<file path="config.mk">
export PLATFORM = sky130hd
export DESIGN_NAME = column_number_sum_parser_core
export DESIGN_NICKNAME = d
export VERILOG_FILES = /design/src/rtl/cnsp_pkg.sv /design/src/rtl/column_number_sum_parser_core.sv /design/src/rtl/cnsp_front.sv /design/src/rtl/cnsp_back.sv
export SDC_FILE = /design/constraint.sdc
export NUM_CORES = 1
export LEC_CHECK = 0
export BUFFER_PORTS_ARGS = -buffer_cell sky130_fd_sc_hd__buf_2
export CAP_MARGIN = 5
export CORE_ASPECT_RATIO = 2
export CORE_MARGIN = 2
export CORE_UTILIZATION = 50
export DETAILED_ROUTE_END_ITERATION = 10
export PLACE_DENSITY = 0.66
export SYNTH_ARGS = -nofsm -noshare
export SYNTH_HDL_FRONTEND = slang
export SYNTH_SLANG_ARGS = --single-unit
</file>
<file path="constraint.sdc">
create_clock -name i_clk -period 9.7 [get_ports i_clk]
set_clock_uncertainty 0.05 [all_clocks]
set_input_delay 1.455 -clock i_clk [delete_from_list [all_inputs] [get_ports i_clk]]
set_output_delay 1.455 -clock i_clk [all_outputs]
set_load 0.01 [all_outputs]
</file>
<file path="src/rtl/cnsp_pkg.sv">
// shared types and constants for the column number sum parser
`timescale 1ns / 1ps

package cnsp_pkg;

    // default width of the running total
    localparam int TOTAL_WIDTH = 32;

    // entries in the queue between front and back
    localparam int QUEUE_DEPTH = 4;

    // character codes
    localparam logic [7:0] CH_SPACE   = 8'h20;
    localparam logic [7:0] CH_NEWLINE = 8'h0A;
    localparam logic [7:0] CH_ZERO    = 8'h30;
    localparam logic [7:0] CH_NINE    = 8'h39;

    // field counter limits and reset values
    localparam logic [3:0] FIELD_COUNT_MAX   = 4'd15;
    localparam logic [3:0] FIELD_COUNT_FIRST = 4'd1;
    localparam logic [3:0] FIELD_INDEX_RESET = 4'd3;

    // input op codes
    localparam logic OP_TEXT = 1'b0;
    localparam logic OP_END  = 1'b1;

    // parser mode
    typedef enum logic [3:0] {
        MODE_FIELD  = 4'b0001,
        MODE_SPACE  = 4'b0010,
        MODE_NUMBER = 4'b0100,
        MODE_TAIL   = 4'b1000
    } t_mode;

    // classified item as it sits in the queue
    typedef struct packed {
        logic       is_end;
        logic       is_space;
        logic       is_newline;
        logic       is_digit;
        logic [3:0] digit;
    } t_item;

    // queue head as seen by the back end
    typedef struct packed {
        logic  valid;
        t_item item;
    } t_head;

endpackage

</file>
<file path="src/rtl/column_number_sum_parser_core.sv">
// top level of the column number sum parser: config register, front, back
`timescale 1ns / 1ps

// an end transfer is stored in the queue, and its result is then registered in the result register
// throughput: one item per cycle while the queue has room; the back end retires one queued item a cycle
// and an end item waits only while an untaken result holds the output register
// a 4-entry queue between classifier and parser absorbs output stalls
// reset: synchronous active low, clears parser, queue and result valid; field index 3

module column_number_sum_parser_core #(
    parameter int TOTAL_WIDTH = cnsp_pkg::TOTAL_WIDTH
) (
    input  logic                   i_clk,
    input  logic                   i_rst_n,
    input  logic                   i_cfg_we,
    input  logic [3:0]             i_cfg_data,
    input  logic                   i_in_valid,
    output logic                   o_in_ready,
    input  logic                   i_op,
    input  logic [7:0]             i_text_byte,
    output logic                   o_out_valid,
    input  logic                   i_out_ready,
    output logic [TOTAL_WIDTH-1:0] o_listing_total,
    output logic                   o_overflowed
);

    logic [3:0]      r_field_index;
    cnsp_pkg::t_head head;
    logic            pop;

    // field index register
    always_ff @(posedge i_clk) begin
        if (!i_rst_n) begin
            r_field_index <= cnsp_pkg::FIELD_INDEX_RESET;
        end else if (i_cfg_we) begin
            r_field_index <= i_cfg_data;
        end
    end

    // classifier and queue
    cnsp_front u_front (
        .i_clk       (i_clk),
        .i_rst_n     (i_rst_n),
        .i_in_valid  (i_in_valid),
        .o_in_ready  (o_in_ready),
        .i_op        (i_op),
        .i_text_byte (i_text_byte),
        .o_head      (head),
        .i_pop       (pop)
    );

    // parser and accumulator
    cnsp_back #(
        .TOTAL_WIDTH (TOTAL_WIDTH)
    ) u_back (
        .i_clk           (i_clk),
        .i_rst_n         (i_rst_n),
        .i_field_index   (r_field_index),
        .i_head          (head),
        .o_pop           (pop),
        .o_out_valid     (o_out_valid),
        .i_out_ready     (i_out_ready),
        .o_listing_total (o_listing_total),
        .o_overflowed    (o_overflowed)
    );

endmodule

</file>
<file path="src/rtl/cnsp_front.sv">
// front end: accepts input transfers, classifies each byte, and queues it
`timescale 1ns / 1ps

module cnsp_front (
    input  logic                i_clk,
    input  logic                i_rst_n,
    input  logic                i_in_valid,
    output logic                o_in_ready,
    input  logic                i_op,
    input  logic [7:0]          i_text_byte,
    output cnsp_pkg::t_head     o_head,
    input  logic                i_pop
);

    localparam int DEPTH  = cnsp_pkg::QUEUE_DEPTH;
    localparam int PTR_W  = $clog2(DEPTH);
    localparam int CNT_W  = $clog2(DEPTH + 1);

    cnsp_pkg::t_item r_queue [DEPTH];
    logic [PTR_W-1:0] r_wr_ptr, n_wr_ptr;
    logic [PTR_W-1:0] r_rd_ptr, n_rd_ptr;
    logic [CNT_W-1:0] r_count, n_count;

    cnsp_pkg::t_item class_item;
    logic            push;

    // byte classification
    always_comb begin
        class_item.is_end     = (i_op == cnsp_pkg::OP_END);
        class_item.is_space   = (i_text_byte == cnsp_pkg::CH_SPACE);
        class_item.is_newline = (i_text_byte == cnsp_pkg::CH_NEWLINE);
        class_item.is_digit   = (i_text_byte >= cnsp_pkg::CH_ZERO) &&
                                (i_text_byte <= cnsp_pkg::CH_NINE);
        class_item.digit      = i_text_byte[3:0];
    end

    // handshake and queue head
    assign o_in_ready  = (r_count != CNT_W'(DEPTH));
    assign push        = i_in_valid && o_in_ready;
    assign o_head.valid = (r_count != '0);
    assign o_head.item  = r_queue[r_rd_ptr];

    // pointer and fill count update
    always_comb begin
        n_wr_ptr = r_wr_ptr;
        n_rd_ptr = r_rd_ptr;
        n_count  = r_count;
        if (push) begin
            n_wr_ptr = r_wr_ptr + PTR_W'(1);
        end
        if (i_pop) begin
            n_rd_ptr = r_rd_ptr + PTR_W'(1);
        end
        if (push && !i_pop) begin
            n_count = r_count + CNT_W'(1);
        end else if (!push && i_pop) begin
            n_count = r_count - CNT_W'(1);
        end
    end

    always_ff @(posedge i_clk) begin
        if (!i_rst_n) begin
            r_wr_ptr <= '0;
            r_rd_ptr <= '0;
            r_count  <= '0;
        end else begin
            r_wr_ptr <= n_wr_ptr;
            r_rd_ptr <= n_rd_ptr;
            r_count  <= n_count;
        end
    end

    // queue storage
    always_ff @(posedge i_clk) begin
        if (push) begin
            r_queue[r_wr_ptr] <= class_item;
        end
    end

    // checks
    a_count_bound: assert property (@(posedge i_clk) disable iff (!i_rst_n)
        r_count <= CNT_W'(DEPTH))
        else $error("queue fill count above depth");

    a_pop_nonempty: assert property (@(posedge i_clk) disable iff (!i_rst_n)
        i_pop |-> o_head.valid)
        else $error("pop from empty queue");

endmodule

</file>
<file path="src/rtl/cnsp_back.sv">
// back end: field skipping, number parsing, saturating sum and result register
`timescale 1ns / 1ps

module cnsp_back #(
    parameter int TOTAL_WIDTH = cnsp_pkg::TOTAL_WIDTH
) (
    input  logic                   i_clk,
    input  logic                   i_rst_n,
    input  logic [3:0]             i_field_index,
    input  cnsp_pkg::t_head        i_head,
    output logic                   o_pop,
    output logic                   o_out_valid,
    input  logic                   i_out_ready,
    output logic [TOTAL_WIDTH-1:0] o_listing_total,
    output logic                   o_overflowed
);

    localparam int MW = TOTAL_WIDTH + 4;
    localparam int SW = TOTAL_WIDTH + 1;

    cnsp_pkg::t_mode        r_mode, n_mode;
    logic [3:0]             r_field_count, n_field_count;
    logic [TOTAL_WIDTH-1:0] r_pending, n_pending;
    logic [TOTAL_WIDTH-1:0] r_total, n_total;
    logic                   r_ovf, n_ovf;
    logic                   r_out_valid, n_out_valid;
    logic [TOTAL_WIDTH-1:0] r_out_total, n_out_total;
    logic                   r_out_ovf, n_out_ovf;

    cnsp_pkg::t_item        item;
    logic                   take_field, take_number, take_tail;
    logic                   idx_match;
    logic [MW-1:0]          pend_ext, prod;
    logic                   prod_sat;
    logic [SW-1:0]          sum;
    logic [TOTAL_WIDTH-1:0] sum_sat;
    logic                   sum_carry;

    assign item = i_head.item;

    // pop rule: text always moves, an end needs a free result slot
    assign o_pop = i_head.valid && (!item.is_end || !r_out_valid || i_out_ready);

    assign idx_match = (r_field_count == i_field_index);

    // pending * 10 + digit, saturating
    always_comb begin
        pend_ext = MW'(r_pending);
        prod     = (pend_ext << 3) + (pend_ext << 1) + MW'(item.digit);
        prod_sat = |prod[MW-1:TOTAL_WIDTH];
    end

    // total + pending, saturating
    always_comb begin
        sum       = SW'(r_pending) + SW'(r_total);
        sum_carry = sum[TOTAL_WIDTH];
        sum_sat   = sum_carry ? {TOTAL_WIDTH{1'b1}} : sum[TOTAL_WIDTH-1:0];
    end

    // which path the head byte takes
    always_comb begin
        take_field  = 1'b0;
        take_number = 1'b0;
        take_tail   = 1'b0;
        case (r_mode)
            cnsp_pkg::MODE_FIELD: begin
                take_field = 1'b1;
            end
            cnsp_pkg::MODE_SPACE: begin
                take_field = !item.is_space;
            end
            cnsp_pkg::MODE_NUMBER: begin
                take_number = 1'b1;
            end
            default: begin
                take_tail = 1'b1;
            end
        endcase
        if (take_field && idx_match) begin
            take_field  = 1'b0;
            take_number = 1'b1;
        end
    end

    // parser state update
    always_comb begin
        n_mode        = r_mode;
        n_field_count = r_field_count;
        n_pending     = r_pending;
        n_total       = r_total;
        n_ovf         = r_ovf;
        n_out_valid   = r_out_valid;
        n_out_total   = r_out_total;
        n_out_ovf     = r_out_ovf;

        if (r_out_valid && i_out_ready) begin
            n_out_valid = 1'b0;
        end

        if (o_pop) begin
            if (item.is_end) begin
                // flush pending number, emit, then clear
                n_out_valid = 1'b1;
                if (r_mode == cnsp_pkg::MODE_NUMBER) begin
                    n_out_total = sum_sat;
                    n_out_ovf   = r_ovf || sum_carry;
                end else begin
                    n_out_total = r_total;
                    n_out_ovf   = r_ovf;
                end
                n_mode        = cnsp_pkg::MODE_FIELD;
                n_field_count = cnsp_pkg::FIELD_COUNT_FIRST;
                n_pending     = '0;
                n_total       = '0;
                n_ovf         = 1'b0;
            end else if (take_number) begin
                if (item.is_digit) begin
                    n_mode = cnsp_pkg::MODE_NUMBER;
                    if (prod_sat) begin
                        n_pending = {TOTAL_WIDTH{1'b1}};
                        n_ovf     = 1'b1;
                    end else begin
                        n_pending = prod[TOTAL_WIDTH-1:0];
                    end
                end else begin
                    // number ends: add it and fall into the line tail, or a new line on a newline
                    n_total   = sum_sat;
                    n_ovf     = r_ovf || sum_carry;
                    n_pending = '0;
                    if (item.is_newline) begin
                        n_mode        = cnsp_pkg::MODE_FIELD;
                        n_field_count = cnsp_pkg::FIELD_COUNT_FIRST;
                    end else begin
                        n_mode = cnsp_pkg::MODE_TAIL;
                    end
                end
            end else if (take_field) begin
                if (item.is_space) begin
                    n_mode = cnsp_pkg::MODE_SPACE;
                    if (r_field_count != cnsp_pkg::FIELD_COUNT_MAX) begin
                        n_field_count = r_field_count + 4'd1;
                    end
                end else begin
                    n_mode = cnsp_pkg::MODE_FIELD;
                end
            end else if (take_tail) begin
                if (item.is_newline) begin
                    n_mode        = cnsp_pkg::MODE_FIELD;
                    n_field_count = cnsp_pkg::FIELD_COUNT_FIRST;
                end else begin
                    n_mode = cnsp_pkg::MODE_TAIL;
                end
            end
        end
    end

    always_ff @(posedge i_clk) begin
        if (!i_rst_n) begin
            r_mode        <= cnsp_pkg::MODE_FIELD;
            r_field_count <= cnsp_pkg::FIELD_COUNT_FIRST;
            r_pending     <= '0;
            r_total       <= '0;
            r_ovf         <= 1'b0;
            r_out_valid   <= 1'b0;
        end else begin
            r_mode        <= n_mode;
            r_field_count <= n_field_count;
            r_pending     <= n_pending;
            r_total       <= n_total;
            r_ovf         <= n_ovf;
            r_out_valid   <= n_out_valid;
        end
    end

    // result payload
    always_ff @(posedge i_clk) begin
        r_out_total <= n_out_total;
        r_out_ovf   <= n_out_ovf;
    end

    assign o_out_valid     = r_out_valid;
    assign o_listing_total = r_out_total;
    assign o_overflowed    = r_out_ovf;

    // checks
    a_end_emits: assert property (@(posedge i_clk) disable iff (!i_rst_n)
        o_pop && item.is_end |=> r_out_valid)
        else $error("end transfer did not produce a result");

    a_end_no_overwrite: assert property (@(posedge i_clk) disable iff (!i_rst_n)
        o_pop && item.is_end |-> !r_out_valid || i_out_ready)
        else $error("result overwritten before transfer");

    a_end_clears: assert property (@(posedge i_clk) disable iff (!i_rst_n)
        o_pop && item.is_end |=> r_total == '0 && !r_ovf &&
            r_field_count == cnsp_pkg::FIELD_COUNT_FIRST)
        else $error("state not cleared after end transfer");

    a_pending_only_in_number: assert property (@(posedge i_clk) disable iff (!i_rst_n)
        r_mode != cnsp_pkg::MODE_NUMBER |-> r_pending == '0)
        else $error("pending number held outside number mode");

endmodule
</file>
== Word level (Yosys, flattened, before mapping) ==
Memories as Yosys holds them, arrays and structs flattened. A register that Yosys moved wholly into a read port is not among the register bits.
Index checks and enable logic that the tools add are counted.

* Bits in registers: 118
* RAM bits: 32
* Bits of input ports: 18
* Output and inout bits: 35
* Logic and storage cells: 105
* Memories: 1

* Add/sub/neg operators: 8
* $lt $le $gt $ge: 2
* Equality and inequality tests: 14
* Multiplexer cells: 42
* Reductions and logical operators: 26

{| class="wikitable"
|+ Memories
! name !! depth !! bits a word !! rd ports !! clocked after memory_dff !! write ports !! line !! RTL
|-
| u_front.r_queue || 4 || 8 || 1 || 1 || 1 || cnsp_front.sv:19 || <nowiki>cnsp_pkg::t_item r_queue [DEPTH];</nowiki>
|}

{| class="wikitable"
|+ Operator list
! operator !! count
|-
| $mux 32 || 9
|-
| $mux 4 || 14
|-
| $add 35x33->36 || 1
|-
| $add 36x4->36 || 1
|-
| $add 32x32->33 || 1
|-
| $mux 1 || 13
|-
| $eq 8x4->1 const B || 1
|-
| $eq 8x6->1 const B || 1
|-
| $ge 8x6->1 const B || 1
|-
| $le 8x6->1 const B || 1
|-
| $logic_and 1x1->1 || 7
|-
| $mux 2 || 3
|-
| $mux 3 || 2
|-
| $ne 3x2->1 const B || 2
|-
| $reduce_and 2->1 || 3
|-
| $reduce_and 3->1 || 2
|-
| $logic_not 1->1 || 5
|-
| $reduce_and 5->1 || 1
|-
| $add 2x1->2 const B || 2
|-
| $add 4x1->4 const B || 1
|-
| $eq 4x1->1 const B || 1
|-
| $eq 4x2->1 const B || 1
|-
| $eq 4x3->1 const B || 1
|-
| $eq 4x4->1 || 1
|-
| other kinds (14) || 17
|}

== Depth between registers and ports, before layout ==
Gate-level depths: netlist of the first run.

* Word-level depth: 7
* Gate-level depth with buffers: 17
* Gate-level depth less buffers: 14

== Modules after synthesis ==
Synthesis of the first run repeated with hierarchy kept, for this count alone.

* Cells, all modules: 1120
* Area, all modules: 10229.8 um^2

{| class="wikitable"
|+ By module, submodules not included
! module !! instances !! cells an instance !! area each (um^2) !! sequential area each (um^2)
|-
| cnsp_back || 1 || 1008 || 8403.1 || 2472.4
|-
| cnsp_front || 1 || 99 || 1681.6 || 1141.1
|-
| column_number_sum_parser_core || 1 || 13 || 145.1 || 80.1
|}

== Worst setup path after synthesis of the first run ==
OpenSTA, ideal clock, no wires.

* Kind: flip-flop to flip-flop
* From: register (tool-made name)
* To: register u_back.r_pending[10]
* Setup time: 0.119 ns
* Arrival time: 3.903 ns
* Data required time: 9.531 ns
* Slack: 5.628 ns
* Cell stages (with the launch flop): 17
* Buffers on the path: 3
* Clock period less this slack: 4.072 ns
* Cell sequence: dfxtp_1 -> buf_6 -> mux4_1 -> fa_1 -> inv_1 -> fa_1 -> nor2b_1 -> o31a_1 -> o21ai_0 -> o311ai_1 -> o21ai_1 -> xor2_1 -> o211a_1 -> nand2b_1 -> buf_2 -> buf_2 -> nand2_1

{| class="wikitable"
|+ RTL lines
! item !! line !! RTL
|-
| end signal, assigned || cnsp_back.sv:168 || <nowiki>r_pending <= n_pending;</nowiki>
|-
| end, declared || cnsp_back.sv:23 || <nowiki>logic [TOTAL_WIDTH-1:0] r_pending, n_pending;</nowiki>
|}

==> flow_summary.json, run 1 <==
{
  "die_width_um": 103.3,
  "p_per_area_mw_per_mm2": 182.1,
  "ys_seq_area_frac": 0.3747,
  "dp.cells": 1333,
  "cts_sinks": 152,
  "status": "completed",
  "drive_above_1_share": 0.1013,
  "ys_warn_count": 0,
  "cts_tree": "done",
  "start_kind": "flop",
  "p_sw_frac": 0.3154,
  "vias_per_cell": 5.887,
  "synth_cell_types": 72,
  "syn_avg_cell_area_um2": 9.274,
  "area_growth_pct": 10.78,
  "gr-total-overflow": 0,
  "leakage_nw": 4.947,
  "die-height_um": 202.6,
  "post-route-period-util": 0.5568,
  "final_common_cell": "nand2_1",
  "portBuffers": 52,
  "crit_fanout": 28,
  "detail-route-antenna-nets": 0,
  "grt_max_degree": 65,
  "routed_wl_um": 24170,
  "final_net_count": 1216,
  "seqPwrFrac": 0.411,
  "antenna_found_initial": 0,
  "dieArea_mm2": 0.02092,
  "drc_errors": 0,
  "cts_buffer_depth": 2,
  "clock_latency_ns": 0.46,
  "fmax_mhz": 185.2,
  "critPathKind": "reg -> reg",
  "rows": 72,
  "drtIter0Drc": 309,
  "rsz0062_at_grt": "no",
  "yosys_register_bits": 152,
  "dp_slack_ns": 4.342,
  "hold_class": "reg -> reg",
  "crit_slowest_cell": "nand2b_1",
  "power_switching_mw": 0.6271,
  "synth-edff-count": 65,
  "vias": 8036,
  "final_cell_mix": "nand2_1 (123), ha_1 (101), nor2_1 (94)",
  "layout_setup_ws_ns": 4.299,
  "cts_setup_buffers": 0,
  "start_util": 0.5090,
  "cts_resized": 0,
  "core_area_mm2": 0.01937,
  "firstDrtPassIters": 5,
  "dp_hpwl_um": 18360,
  "setup_violations": 0,
  "htree_levels": 4,
  "pwr-share-comb": 0.222,
  "crit_path_frequent_cell": "fa_1",
  "synthArstFlopShare": 0,
  "grt_usage": 0.2469,
  "internal_power_mw": 1.361,
  "cts-root-buf": "clkbuf_16",
  "critPathMaxStageDelay_ns": 0.92,
  "synth_area_mm2": 0.009858,
  "netlist_instances": 1063,
  "fin_crit_ns": 5.401,
  "end_kind": "flop",
  "finalNonFillerCells": 1365,
  "finalMaxSlewViolations": 0,
  "p_clk_frac": 0.367,
  "n_antenna_cell": 0,
  "cts_hold_buf": 0,
  "setup_tns_ns": 0,
  "synth_ff_type": "dfxtp_1",
  "critPathRequiredTime_ns": 9.92,
  "hold_viol_final": 0,
  "io_pins": 53,
  "cpLargestDelayFamily": "compound AO/OA/AOI/OAI gates",
  "clk_pin_slew_ns": 0.07,
  "critical_path.cell_chain": "mux4_1, fa_1, inv_1, fa_1, nor2b_1, o31a_1, o21ai_0, o311ai_1, o21ai_1, xor2_1, o211a_1, nand2b_1, o211ai_1",
  "slew_headroom": 0.2197,
  "tightest_slew_ns": 1.171,
  "gp_congestion": 0.9527,
  "wl_per_cell_um": 17.71,
  "cp.arrival_ns": 5.62,
  "syn_nets": 1186,
  "drv_cap": 0,
  "numCtsBuffers": 17,
  "critPathBufInv": 1,
  "grt_pass1_vias": 8277,
  "ir_worst_vdd_uv": 147.0,
  "grt_pass1_wl_um": 39820
}
[tightest hold or removal path, stage by stage (launching register included)]
cell and delay [ns]:
dfxtp_1 0.33, nand2_1 0.06, a21oi_1 0.05
[per-layer routing]
| layer | global-route usage | share of wire | vias up |
|---|---|---|---|
| met4 | 0.1508 | 0.058 | 0 |
| met5 | 0 | 0 | - |
| met1 | 0.2465 | 0.37 | 3778 |
| met3 | 0.04578 | 0.030 | 76 |
| li1 | - | - | 4031 |
| met2 | 0.4525 | 0.54 | 151 |
[synthesized netlist by cell type, drive strengths merged (21+ instances only)]
| master | n | area share |
|---|---|---|
| clkbuf | 31 | 0.012 |
| nor2 | 96 | 0.037 |
| ha | 101 | 0.13 |
| nand2 | 123 | 0.047 |
| o21ai | 65 | 0.033 |
| a31oi | 26 | 0.016 |
| edfxtp | 65 | 0.20 |
| inv | 22 | 0.0084 |
| a21oi | 85 | 0.044 |
| dfxtp | 87 | 0.18 |
| xor2 | 30 | 0.027 |
| nand3 | 21 | 0.011 |
| a22oi | 31 | 0.024 |
| xnor2 | 34 | 0.030 |
| a21o | 28 | 0.021 |
[registers in the layout, indices dropped and copies added (netlist names), named ones only]
signal and count:
r_field_index 4, u_back.o_listing_total 32, u_back.o_out_valid 1, u_back.o_overflowed 1
u_back.r_field_count 4, u_back.r_mode 4, u_back.r_ovf 1, u_back.r_pending 32
u_back.r_total 32, u_front.r_count 3, u_front.r_queue 32, u_front.r_rd_ptr 2
u_front.r_wr_ptr 2
[kinds of logic (layout without fill, tap and decap cells)]
| kind of cell | after synthesis | count (layout) | share of synthesized area |
|---|---|---|---|
| AOI/OAI and AO/OA | 330 | 330 | 0.2207 |
| and+or+nand+nor | 327 | 327 | 0.1510 |
| DFF | 152 | 152 | 0.3747 |
| adders and majority gates | 105 | 105 | 0.1363 |
| buffers and inverters | 69 | 112 | 0.03148 |
| xor gates and xnor gates | 64 | 64 | 0.05686 |
| muxes | 16 | 16 | 0.02894 |
[final timing paths]
path	startpoint	endpoint	slack [ns]	depth (start not counted)
worst max-delay path	flop	u_back.r_pending[23]	4.30	13
worst max register to register	flop	u_back.r_pending[23]	4.30	13
worst min-delay path	u_back.o_out_valid	u_back.o_out_valid	0.43	2
worst min register to register	u_back.o_out_valid	u_back.o_out_valid	0.43	2
[power groups by stage]
stage	logic (mW)	registers [mW]	clock network (mW)
after floorplan	0.304	0.846	0
after global placement	0.439	0.831	0
after detailed placement	0.447	0.833	0
after CTS	0.452	0.819	0.741
after global routing	0.496	0.832	0.762
final	0.442	0.817	0.729
[area by class of cell]
type / instances / area [um^2]
fill: 1793 / 8448
multi-input combinational: 842 / 5866
sequential: 152 / 3694
clock buffer: 18 / 450.4
tap: 259 / 324.1
timing repair buffer: 58 / 305.3
clock inverter: 14 / 198.9
inverter: 22 / 82.58
[through the flow]
step | area (um^2) | power, mW | hold slack (ns) | utilization
floorplan | 9858 | 1.149 | 0.4007 | -
global placement | 10270 | 1.270 | 0.4189 | 0.5303
detailed placement | 10270 | 1.280 | 0.4206 | 0.5303
CTS | 10920 | 2.011 | 0.4310 | 0.5638
global route | 10920 | 2.090 | 0.4600 | 0.5638
finish | 10920 | 1.989 | 0.4277 | 0.5638
Note: power is estimated with default switching activity, not from simulation.
==> run 2: changes to the inputs <==
Settings changed: PLACE_DENSITY 0.66 to 0.69.
Clock period 9.7 ns to 4.5 ns, I/O delays scaled along.
==> run 2 against run 1 <==
Effect of this change:
- core utilization is 0.40 points higher
- flip-flop and latch count stayed put
- final cell count is 0.81% higher
- non-clock buffer count is 11 higher
- routed wire length is 0.88% lower
- fmax is 28% higher
- first-iteration DRC count is 46% higher
- count of clock-buffer cells in the layout is 1 lower
- clock power is 100% higher
- sequential power is 120% higher
- critical path depth stayed put
- largest cell class unchanged
- largest power group unchanged
==> flow_summary.json, run 2 (same netlist as run 1, synthesis figures left out) <==
{
  "drive_above_1_share": 0.1119,
  "leakage_nw": 4.994,
  "finalNonFillerCells": 1376,
  "final_common_cell": "nand2_1",
  "wl_per_cell_um": 17.41,
  "critPathRequiredTime_ns": 4.77,
  "vias": 8180,
  "cts_tree": "done",
  "critPathKind": "reg -> reg",
  "final_cell_mix": "nand2_1 (123), ha_1 (101), nor2_1 (94)",
  "dp_hpwl_um": 18200,
  "post-route-period-util": 0.9359,
  "antenna_found_initial": 0,
  "area_growth_pct": 11.56,
  "drc_errors": 0,
  "clk_pin_slew_ns": 0.07,
  "fin_crit_ns": 4.211,
  "end_kind": "flop",
  "grt_usage": 0.2392,
  "p_sw_frac": 0.3231,
  "core_area_mm2": 0.01937,
  "r2r_end": "u_back.r_pending[22]",
  "vias_per_cell": 5.945,
  "hold_depth": 1,
  "htree_levels": 4,
  "rsz0062_at_grt": "no",
  "io_pins": 53,
  "cts_setup_buffers": 0,
  "grt_max_degree": 65,
  "worst-r2r-setup-slack_ns": 0.29,
  "multi_input_area_mm2": 0.005874,
  "p_total_mw": 4.227,
  "ir_worst_vdd_uv": 301.4,
  "crit_end": "u_back.r_pending[22]",
  "routed_wl_um": 23960,
  "portBuffers": 52,
  "hold_class": "in -> reg",
  "grt_pass1_wl_um": 39050,
  "drtIter0Drc": 450,
  "grt_pass1_vias": 8273,
  "die_width_um": 103.3,
  "setup_violations": 0,
  "pwr-share-comb": 0.232,
  "start_kind": "flop",
  "die-height_um": 202.6,
  "cts_buffer_depth": 2,
  "dieArea_mm2": 0.02092,
  "n_antenna_cell": 0,
  "detail-route-antenna-nets": 0,
  "finalMaxSlewViolations": 0,
  "cts_sinks": 152,
  "status": "completed",
  "r2r_cells": 13,
  "hold_viol_final": 0,
  "firstDrtPassIters": 5,
  "internal_power_mw": 2.861,
  "fmax_mhz": 237.4,
  "start_util": 0.5090,
  "slew_headroom": 0.4640,
  "cp.arrival_ns": 4.48,
  "seqCellArea_mm2": 0.003694,
  "rows": 72,
  "gp_congestion": 0.9529,
  "tightest_slew_ns": 0.8040,
  "clock_latency_ns": 0.44,
  "power_switching_mw": 1.366,
  "drv_cap": 0,
  "crit_fanout": 23,
  "p_clk_frac": 0.353,
  "p_per_area_mw_per_mm2": 384.3,
  "numCtsBuffers": 17,
  "cts-root-buf": "clkbuf_16",
  "gr-total-overflow": 0,
  "final_net_count": 1227,
  "seqPwrFrac": 0.415,
  "fillCellCount": 1742,
  "dp.cells": 1344,
  "setup_tns_ns": 0
}
==> run 2: cell types whose count changed in the layout (fill, tap and decap cells not counted), moves of 2 or more <==
cell      delta
buf_12       +2
a211oi_1     -2
buf_4        +9
a211oi_2     +2
==> run 2: what timing repair did <==
| item | in CTS | in global routing |
|---|---|---|
| hold endpoints to repair | 0 | 0 |
| hold buffers | 0 | 0 |
| gates resized for setup | 0 | 3 |
| setup endpoints to repair | 0 | 23 |
==> run 2: power by group through the flow <==
| stage | logic, mW | registers, mW | clock network [mW] |
|---|---|---|---|
| after CTS | 0.989 | 1.76 | 1.51 |
| after global placement | 0.973 | 1.78 | 0 |
| after detailed placement | 0.987 | 1.79 | 0 |
| final | 0.980 | 1.76 | 1.49 |
| after global routing | 1.10 | 1.78 | 1.55 |
| after floorplan | 0.654 | 1.82 | 0 |
==> run 2: final cells by class <==
cell class | count | share of cell area
Clock buffer | 17 | 0.03868
Clock inverter | 15 | 0.01684
Inverter | 22 | 0.007509
Multi-Input combinational cell | 842 | 0.5341
Sequential cell | 152 | 0.3358
Tap cell | 259 | 0.02947
Timing Repair Buffer | 69 | 0.03754
==> run 2: worst max-delay path, cell delays in order, from the launching register on <==
cell and delay [ns]:
dfxtp_1 0.41, mux4_1 0.61, fa_1 0.49, ha_1 0.33
a211oi_1 0.34, nor4_1 0.09, or2_2 0.35, a21o_1 0.21
a21o_1 0.19, a311oi_1 0.28, o211a_1 0.27, nand2b_2 0.23
buf_12 0.18, nand2_1 0.06
==> run 2: worst min path at each step <==
stage	to	startpoint
after global placement	u_back.r_total[23]	u_back.r_total[23]
final	u_front.r_queue[3][7]	i_op
after CTS	u_front.r_queue[3][7]	i_op
after floorplan	u_back.r_total[0]	u_back.r_total[0]
after detailed placement	u_back.o_out_valid	u_back.o_out_valid
after global routing	u_front.r_queue[3][7]	i_op
==> run 2: per-stage QoR <==
step / hold slack [ns] / utilization / cell area (um^2) / setup WS, ns
4_1_cts: 0.3969 / 0.5672 / 10990 / 0.1310
3_3_place_gp: 0.4163 / 0.5357 / 10380 / 0.3161
2_1_floorplan: 0.4007 / - / 9858 / 0.4278
5_1_grt: 0.4082 / 0.5678 / 11000 / 0.04980
6_report: 0.4103 / 0.5678 / 11000 / 0.2885
3_5_place_dp: 0.4294 / 0.5357 / 10380 / 0.1696
==> run 2: metal layers <==
layer	part of all wire	track usage	routed length, um
met5	0	0	0
met2	0.55	0.4411	13080
met4	0.052	0.1499	1258
met1	0.37	0.2419	8919
met3	0.029	0.03305	701
